[config.mk]
export PLATFORM = sky130hd
export DESIGN_NAME = bpa_alu
export DESIGN_NICKNAME = d
export VERILOG_FILES = /design/src/rtl/bpa_pkg.sv /design/src/rtl/bpa_alu.sv
export SDC_FILE = /design/constraint.sdc
export NUM_CORES = 1
export LEC_CHECK = 0
export BUFFER_PORTS_ARGS = -buffer_cell sky130_fd_sc_hd__buf_2
export CAP_MARGIN = 20
export CORE_UTILIZATION = 45
export DETAILED_ROUTE_END_ITERATION = 16
export PLACE_DENSITY = 0.69
export SYNTH_ARGS = -nofsm -noshare
export SYNTH_HDL_FRONTEND = slang
export SYNTH_SLANG_ARGS = --single-unit
export TNS_END_PERCENT = 5
[constraint.sdc]
create_clock -name vclk -period 5.6
set_input_delay 0 -clock vclk [all_inputs]
set_output_delay 0 -clock vclk [all_outputs]
set_load 0.02 [all_outputs]
[src/rtl/bpa_pkg.sv]
// Shared constants, codes and types of the buddy page allocator.
`timescale 1ns / 1ps
package bpa_pkg;

  localparam int FRAME_W  = 20;
  localparam int ORDER_W  = 4;
  localparam int COUNT_W  = 5;
  localparam int TOTAL_W  = 13;
  localparam int STATUS_W = 2;
  localparam int CFG_IDX_W = 1;

  localparam int DEF_NUM_PAGES  = 4096;
  localparam int DEF_TOP_ORDER  = 10;
  localparam int DEF_MAX_BLOCKS = 16;

  localparam int RESET_POOL_PAGES = 4096;

  localparam logic REQ_ALLOC = 1'b0;
  localparam logic REQ_FREE  = 1'b1;

  localparam logic [STATUS_W-1:0] STATUS_OK  = 2'd0;
  localparam logic [STATUS_W-1:0] STATUS_BAD = 2'd1;
  localparam logic [STATUS_W-1:0] STATUS_OOM = 2'd2;

  localparam logic [CFG_IDX_W-1:0] CFG_BASE_FRAME = 1'd0;
  localparam logic [CFG_IDX_W-1:0] CFG_POOL_PAGES = 1'd1;

  typedef enum logic [1:0] {
    ALU_ADD,
    ALU_SUB,
    ALU_XOR
  } alu_op_e;

  // per-field write enables of the page store
  typedef struct packed {
    logic link;
    logic order;
    logic free;
  } mem_we_t;

endpackage

[src/rtl/bpa_alu.sv]
// Shared add / subtract / xor unit with a less-than flag.
`timescale 1ns / 1ps
module bpa_alu #(
  parameter int W = 22
) (
  input  bpa_pkg::alu_op_e op_i,
  input  logic [W-1:0]     a_i,
  input  logic [W-1:0]     b_i,
  output logic [W-1:0]     res_o,
  output logic             lt_o
);

  logic [W:0] diff;

  assign diff = {1'b0, a_i} - {1'b0, b_i};
  assign lt_o = diff[W];

  always_comb begin
    case (op_i)
      bpa_pkg::ALU_ADD: res_o = a_i + b_i;
      bpa_pkg::ALU_SUB: res_o = diff[W-1:0];
      bpa_pkg::ALU_XOR: res_o = a_i ^ b_i;
      default:          res_o = '0;
    endcase
  end

endmodule

==> summary.md, run 1 <==
| Metric | Value |
|---|---|
| GRT overflow | `0` |
| Post-CTS sizing | `0` |
| Net Sw Power | `0.2425 mW` |
| Dpl hpwl | `6640 um` |
| Gate power share | `1.000` |
| Std-Cell Rows | `28` |
| RD Place Congestion | `0.9748` |
| Setup TNS | `0 ns` |
| Drt first pass iters | `7` |
| Yosys warns | `0` |
| Area Growth Syn to Fin | `10.35%` |
| Post CTS Setup Buffer Count | `0` |
| Critical Path AT | `2.67 ns` |
| Largest net degree at the start of global routing | `48` |
| Layout cells sized above 1 | `0.1826` |
| # nets final | `564` |
| Final Hold Vio Count | `0` |
| Commonest non-fill, non-tap cells in the layout | `69 x buf_2, 44 x inv_1, 44 x nor2_1, 43 x ha_1, 42 x a21oi_1` |
| Startpoint types | `input pin` |
| Vias per cell | `6.311` |
| Mapped Nets | `522` |
| CP required | `5.60 ns` |
| FF+latch count | `0` |
| CP endpoint kind | `primary output` |
| Post-synth top area share | `0.1885` |
| Worst Path Max Fanout | `3` |
| Critical path type | `in2out` |
| Cell-internal power | `0.1405 mW` |
| Final WL | `8587 um` |
| Post-layout util | `0.5226` |
| RSZ-0062 raised after global routing | `false` |
| Min Tclk post-route | `2.669 ns` |
| Commonest non-fill, non-tap cell in the layout | `buf_2` |
| Die X | `81.64 um` |
| Initial drt markers | `320` |
| Slew HR | `0.4541` |
| Min-Delay Path Class | `in2out` |
| Cell taking the most area after synthesis | `ha_1` |
| Starting Density | `0.4736` |
| Placed cells | `546` |
| DIE AREA | `6664 um2` |
| Leak Pwr | `1.491 nW` |
| Sw frac | `0.6331` |
| Finish-stage setup viols | `0` |
| DR WL/cell | `15.73 um` |
| Post-synthesis sequential area ratio | `0` |
| Vias | `3446` |
| Fillcell total | `631` |
| MaxCap Viol Count | `0` |
| Antenna violations before repair | `0` |
| Antenna-violating nets left | `0` |
| Clock share of power | `0` |
| Least-Margin Pin Slew | `0.8188 ns` |
| Period utilisation layout | `0.4766` |
| Max Fclk | `374.7 MHz` |
| Die span in y | `81.64 um` |
| Place WS | `2.972 ns` |
| I/O Buffers | `69` |
| Final WS setup | `2.931 ns` |
| Peak supply drop | `0.00005293 V` |
| N_diodes | `0` |
| Post-route DRC violation count | `0` |
| Post-Layout Cell Count | `546` |
| Core Region | `6026 um2` |
| Pwr dens | `121.6 nW/um2` |
| Syn_area_per_cell | `6.622 um2` |
| Share of power burned in registers | `0` |
| Vias in the first global route | `2952` |
| Status | `finished clean` |
| Synthesized cell area | `2854 um2` |
| Clock buf count | `0` |
| Area contributors post-synth | `ha_1 19%, a21oi_1 7.4%, inv_1 5.8%` |
| Synth unique cells | `67` |
| Total GRT Usage | `0.2528` |
| Cells after synthesis | `431` |
| Sequential cell area | `0 um2` |
| # IOs | `69` |
| Hold-fix buffers, CTS | `0` |
| First-pass GRT wire length | `13690 um` |
| Final Max Slew Viols | `0` |
==> cells by family after synthesis <==
family | count (synthesis) | synth area share
buf+inv | 77 | 0.1135
mux | 4 | 0.01403
compound gates | 167 | 0.4318
fa+ha+maj | 45 | 0.2025
simple gates | 134 | 0.2258
xor+xnor | 4 | 0.01227
==> worst paths after layout <==
kind | start | endpoint | slack, ns | depth (start not counted)
max | a_i[0] | res_o[18] | 2.93 | 13
min | a_i[21] | lt_o | 0.41 | 4
==> metal layers <==
| metal | up-vias | track usage | wire [um] | part of all wire |
|---|---|---|---|---|
| met5 | - | 0 | 0 | 0 |
| met4 | 0 | 0.04561 | 158 | 0.018 |
| met3 | 15 | 0.004444 | 636 | 0.074 |
| met2 | 181 | 0.4183 | 3910 | 0.46 |
| met1 | 1568 | 0.3663 | 3882 | 0.45 |
| li1 | 1682 | - | - | - |
==> worst max-delay path, cell delays in order <==
cell and delay [ns]:
buf_2 0.11, inv_1 0.05, ha_1 0.16, inv_1 0.05, fa_1 0.44, a211oi_4 0.27
o211ai_2 0.12, a41oi_2 0.32, o31ai_4 0.12, a221oi_4 0.36, o31ai_1 0.11, or3_1 0.37
buf_2 0.17
==> power by group through the flow <==
stage	clock, mW	combinational (mW)	sequential, mW
6_report	0	0.383	0
5_1_grt	0	0.419	0
4_1_cts	0	0.376	0
3_5_place_dp	0	0.375	0
3_3_place_gp	0	0.370	0
2_1_floorplan	0	0.281	0
==> cell usage after synthesis, drive strengths merged, types with 4 or more instances <==
cell type / count
a211oi: 5
a21o: 10
a21oi: 42
a31oi: 8
buf: 15
clkbuf: 14
ha: 43
inv: 47
mux2i: 4
nand2: 32
nand2b: 5
nand3: 6
nand4: 5
nor2: 44
nor2b: 7
nor3: 12
nor4: 7
o211ai: 14
o21a: 5
o21ai: 22
o21bai: 4
o221ai: 4
o311ai: 7
o31a: 4
o31ai: 8
o32ai: 4
or2: 4
or3: 4
xnor2: 4
==> cell type report <==
type / instances / area [um2] / area share
Tap cell: 75 / 93.84 / 0.02980
Inverter: 48 / 180.2 / 0.05721
Timing Repair Buffer: 69 / 345.3 / 0.1097
Multi-Input combinational cell: 354 / 2530 / 0.8033
==> per-stage QoR <==
stage          instance area (um2)  hold slack [ns]  power, mW
6_report                      3149           0.4066     0.3831
5_1_grt                       3149           0.4203     0.4186
4_1_cts                       3149           0.4052     0.3765
3_5_place_dp                  3149           0.4024     0.3745
3_3_place_gp                  3149           0.3815     0.3698
2_1_floorplan                 2854           0.1830     0.2809
(Power assumes the default switching activity.)
==> run 2, diff against run 1 <==
PLACE_DENSITY = 0.72   (was 0.69)
clock period = 2.3 ns   (was 5.6 ns; I/O delays follow)
==> summary.md, run 2 (synthesis results as in run 1) <==
| Metric | Value |
|---|---|
| Final WL | `9247 um (+7.7%)` |
| N_diodes | `0 (unchanged)` |
| Starting Density | `0.4736 (unchanged)` |
| FF+latch count | `0 (unchanged)` |
| Hold path endpoint | `res_o[0]` |
| Antenna violations before repair | `0 (unchanged)` |
| CP required | `2.30 ns (-3.30 ns)` |
| Max Fclk | `424.6 MHz` |
| Largest net degree at the start of global routing | `34 (-29%)` |
| MaxCap Viol Count | `0 (unchanged)` |
| Hold-fix buffers, CTS | `0 (unchanged)` |
| Pwr dens | `299.1 nW/um2 (+150%)` |
| GRT overflow | `0 (unchanged)` |
| Dpl hpwl | `7294 um (+9.9%)` |
| Worst Path Max Fanout | `4 (+1)` |
| Post-Layout Cell Count | `597 (+9.3%)` |
| Final WS setup | `-0.05526 ns (-2.986 ns)` |
| Hold Path Stages | `4 (unchanged)` |
| Final Max Slew Viols | `0 (unchanged)` |
| # IOs | `69 (unchanged)` |
| First-pass GRT wire length | `14250 um (+4.1%)` |
| Post-layout util | `0.6127 (+0.09012)` |
| Critical Path Start | `b_i[0]` |
| Final Hold Vio Count | `0 (unchanged)` |
| CP endpoint kind | `primary output` |
| Peak supply drop | `0.0001459 V (+180%)` |
| # nets final | `615 (+9.0%)` |
| Min Tclk post-route | `2.355 ns` |
| Critical Path AT | `2.36 ns (-0.31 ns)` |
| Clock buf count | `0 (unchanged)` |
| Drt first pass iters | `5 (-2)` |
| Min-Delay Path Class | `in2out` |
| Placed cells | `592 (+8.4%)` |
| Antenna-violating nets left | `0 (unchanged)` |
| DIE AREA | `6664 um2 (unchanged)` |
| Die span in y | `81.64 um (unchanged)` |
| Vias in the first global route | `3253 (+10%)` |
| RD Place Congestion | `0.9653 (-0.97%)` |
| Total power | `1.104 mW (+190%)` |
| Least-Margin Pin Slew | `0.6346 ns (-0.1842 ns)` |
| Initial drt markers | `247 (-23%)` |
| Status | `complete, but fails checks` |
| Layout cells sized above 1 | `0.3084 (+0.1258)` |
| Post-route DRC violation count | `0 (unchanged)` |
| Core Region | `6026 um2 (unchanged)` |
| Period utilisation layout | `1.024` |
| Die X | `81.64 um (unchanged)` |
| Finish-stage setup viols | `3 (+3)` |
| Commonest non-fill, non-tap cell in the layout | `buf_2` |
| I/O Buffers | `69 (unchanged)` |
| Area Growth Syn to Fin | `29.37%` |
| Slew HR | `0.5765 (+0.1223)` |
| Std-Cell Rows | `28 (unchanged)` |
| Vias | `3637 (+5.5%)` |
| RSZ-0062 raised after global routing | `true` |
| Startpoint types | `input pin` |
| Total GRT Usage | `0.2642 (+0.01146)` |
| Critical path type | `in2out` |
| Fillcell total | `576 (-8.7%)` |
| Beginning of the worst hold path | `b_i[0]` |
| DR WL/cell | `15.49 um (-1.5%)` |
| Sequential cell area | `0 um2 (unchanged)` |
| Vias per cell | `6.092 (-3.5%)` |
| Commonest non-fill, non-tap cells in the layout | `63 x buf_2, 54 x buf_4, 43 x nor2_1, 42 x inv_1, 39 x a21oi_1` |
| Setup TNS | `-0.08245 ns (-0.08245 ns)` |
| Violations in the final reports | `setup timing` |
| Leak Pwr | `1.751 nW (+17%)` |
run 2: cell types whose count changed in the layout (fill, tap and decap cells not counted), moves of 3 or more:
cell     delta
buf_4      +54
buf_2       -6
ha_1        -5
a21oi_1     -3
a21oi_2     +3
ha_4        +3
nor4_1      -3
nor4_2      +3
o31ai_1     -3
o31ai_2     +3
run 2: what timing repair did:
| action | CTS | global route |
|---|---|---|
| pin swaps | 16 | 12 |
| cloned | 0 | 0 |
| setup buffers | 4 | 1 |
| endpoints found under the setup margin | 7 | 13 |
| gates resized for setup | 24 | 15 |
run 2: area by class of cell:
class,instances,area [um2],share of cell area
Tap cell,75,93.84,0.02542
Timing Repair Buffer,120,758.2,0.2054
Inverter,48,182.7,0.04947
Multi-Input combinational cell,354,2658,0.7198
run 2: routing by layer:
metal | global-route usage | up-vias | part of all wire
met4 | 0.04561 | 0 | 0.015
met1 | 0.3469 | 1677 | 0.44
met5 | 0 | - | 0
li1 | - | 1783 | -
met3 | 0.01333 | 19 | 0.071
met2 | 0.4775 | 158 | 0.48
run 2: how the worst max path moves through the flow:
stage                endpoint  slack, ns  depth (start not counted)
global route        res_o[15]      -0.16                         11
global placement    res_o[18]      -0.17                         13
detailed placement  res_o[18]      -0.27                         13
finish              res_o[18]      -0.06                         12
CTS                 res_o[18]      -0.08                         13
floorplan           res_o[11]       0.06                          9
run 2: metrics by stage:
step	setup slack (ns)	area (um2)	hold slack [ns]
after global placement	-0.1671	3495	0.3802
after CTS	-0.07698	3620	0.3782
after global routing	-0.1570	3692	0.3898
after floorplan	0.06441	2854	0.1830
final	-0.05526	3692	0.3767
after detailed placement	-0.2674	3495	0.4032
run 2: power breakdown:
group / leakage, nW / internal [mW] / switching [mW]
clock: 0 / 0 / 0
sequential: 0 / 0 / 0
combinational: 1.75 / 0.465 / 0.640
total: 1.75 / 0.465 / 0.640
run 2: critical path, cell delays in order:
cell	delay (ns)
buf_6	0.08
ha_2	0.16
inv_1	0.05
fa_2	0.35
nor2_2	0.12
o221ai_1	0.17
a31o_2	0.25
o31a_1	0.31
o211ai_1	0.24
nor2_1	0.07
or3_4	0.41
buf_6	0.14
==> run 3, diff against run 2 <==
PLACE_DENSITY = default   (was 0.72)
PLACE_DENSITY_LB_ADDON = 0.1   (was default)
SLEW_MARGIN = 20   (was default)
==> summary.md, run 3 (synthesis results as in run 1) <==
| Metric | Value |
|---|---|
| Status | `complete, but fails checks` |
| Violations in the final reports | `setup timing` |
| MaxCap Viol Count | `0 (unchanged)` |
| Min-Delay Path Class | `in2out` |
| RSZ-0062 raised after global routing | `true` |
| Slew HR | `0.5597 (-0.01673)` |
| # nets final | `619 (+0.65%)` |
| Critical path cell sequence | `buf_8 -> ha_4 -> inv_2 -> fa_2 -> nor2_4 -> o221ai_2 -> a31o_2 -> o31a_1 -> o211ai_1 -> nor2_1 -> or3_4 -> buf_6` |
| Final WL | `9512 um (+2.9%)` |
| Vias | `3605 (-0.88%)` |
| Commonest non-fill, non-tap cells in the layout | `60 x buf_2, 57 x buf_4, 42 x nor2_1, 39 x inv_1, 39 x a21oi_1` |
| Antenna violations before repair | `0 (unchanged)` |
| Total GRT Usage | `0.2840 (+0.01975)` |
| Starting Density | `0.4736 (unchanged)` |
| Sequential cell area | `0 um2 (unchanged)` |
| GRT overflow | `0 (unchanged)` |
| Finish-stage setup viols | `2 (-1)` |
| Min Tclk post-route | `2.361 ns (+0.006150 ns)` |
| Die span in y | `81.64 um (unchanged)` |
| Vias per cell | `5.998 (-1.5%)` |
| Pwr dens | `299.8 nW/um2 (+0.23%)` |
| FF+latch count | `0 (unchanged)` |
| Worst hold margin | `0.3714 ns (-0.005281 ns)` |
| Beginning of the worst hold path | `b_i[0]` |
| Dpl hpwl | `7568 um (+3.8%)` |
| Vias in the first global route | `3276 (+0.71%)` |
| CP max stage cell | `fa_2` |
| Worst Path Max Fanout | `3 (-1)` |
| Antenna-violating nets left | `0 (unchanged)` |
| # IOs | `69 (unchanged)` |
| Commonest non-fill, non-tap cell in the layout | `buf_2` |
| Cell-internal power | `0.5004 mW (+7.7%)` |
| CP bufs+invs | `3 (unchanged)` |
| Fillcell total | `597 (+3.6%)` |
| Clock share of power | `0 (unchanged)` |
| Peak supply drop | `0.0001554 V (+6.5%)` |
| Sw frac | `0.5662 (-0.01311)` |
| RD Place Congestion | `0.9545 (-1.1%)` |
| Max Fclk | `423.5 MHz (-0.26%)` |
| CP endpoint kind | `primary output` |
| Clock buf count | `0 (unchanged)` |
| CP required | `2.30 ns (about the same)` |
| DR WL/cell | `15.83 um (+2.2%)` |
| Place WS | `-0.1773 ns (+0.09013 ns)` |
| DIE AREA | `6664 um2 (unchanged)` |
| Period utilisation layout | `1.027 (+0.002674)` |
| Leak Pwr | `1.783 nW (+1.8%)` |
| Share of power burned in registers | `0 (unchanged)` |
| Core Region | `6026 um2 (unchanged)` |
| Final WS setup | `-0.06141 ns (-0.006150 ns)` |
| Critical path type | `in2out` |
| Net Sw Power | `0.6530 mW (+2.1%)` |
| Critical Path AT | `2.36 ns (about the same)` |
| I/O Buffers | `69 (unchanged)` |
| Least-Margin Pin Slew | `0.6597 ns (+0.02507 ns)` |
| Layout cells sized above 1 | `0.3289 (+0.02047)` |
| N_diodes | `0 (unchanged)` |
| Startpoint types | `input pin` |
| First-pass GRT wire length | `15190 um (+6.6%)` |
| Post-route DRC violation count | `0 (unchanged)` |
| Hold Path Stages | `4 (unchanged)` |
| Die X | `81.64 um (unchanged)` |
| Final Max Slew Viols | `0 (unchanged)` |
| Drt first pass iters | `4 (-1)` |
| Largest net degree at the start of global routing | `22 (-35%)` |
| Initial drt markers | `166 (-33%)` |
| Gate power share | `1.000 (about the same)` |
| Hold path endpoint | `res_o[0]` |
| Max incr delay on CP | `0.41 ns (about the same)` |
| Hold-fix buffers, CTS | `0 (unchanged)` |
| Crit path max-delay family | `compound AO/OA/AOI/OAI gates` |
| Std-Cell Rows | `28 (unchanged)` |
| Area Growth Syn to Fin | `34.81%` |
| Final Hold Vio Count | `0 (unchanged)` |
## run 3: cell types whose count changed in the layout (fill, tap and decap cells not counted), moves of 3 or more
cell / before / now
ha_4: 3 / 10
ha_1: 38 / 33
buf_2: 63 / 60
buf_4: 54 / 57
buf_6: 2 / 5
inv_1: 42 / 39
## run 3: timing repair
item | 4_1_cts | 5_1_grt
endpoints found under the setup margin | 7 | 14
buffers inserted | 5 | 0
gates resized for setup | 40 | 18
pin swaps | 17 | 15
## run 3: worst max-delay path by stage
stage,start,endpoint,cells after the start
2_1_floorplan,b_i[1],res_o[11],9
3_3_place_gp,a_i[0],res_o[18],13
3_5_place_dp,a_i[0],res_o[18],13
4_1_cts,a_i[0],res_o[18],13
5_1_grt,b_i[1],res_o[11],11
6_report,a_i[0],res_o[18],12
## run 3: power by group through the flow
stage               clock network (mW)  logic (mW)  registers (mW)
floorplan                            0       0.684               0
global placement                     0        1.03               0
detailed placement                   0        1.04               0
CTS                                  0        1.11               0
global route                         0        1.26               0
finish                               0        1.15               0
## run 3: area by class of cell
cell class / count / area, um2 / share of cell area
multi-input cells: 354 / 2751 / 0.7151
repair buffers: 124 / 814.5 / 0.2117
well taps: 75 / 93.84 / 0.02439
inverters: 48 / 187.7 / 0.04878
## run 3: through the flow
stage	utilization	power, mW	instances	cell area (um2)	setup TNS (ns)
after floorplan	-	0.6840	431	2854	0
after global placement	0.5849	1.029	596	3525	-0.2338
after detailed placement	0.5849	1.037	596	3525	-0.4929
after CTS	0.6240	1.110	601	3760	-0.05743
after global routing	0.6385	1.257	601	3847	-0.6291
final	0.6385	1.153	601	3847	-0.08188
## run 3: metal layers
| metal | wire [um] | track usage | vias up |
|---|---|---|---|
| li1 | - | - | 1794 |
| met1 | 4428 | 0.3805 | 1659 |
| met2 | 4475 | 0.5058 | 136 |
| met3 | 467 | 0.01222 | 16 |
| met4 | 140 | 0.04737 | 0 |
| met5 | 0 | 0 | - |
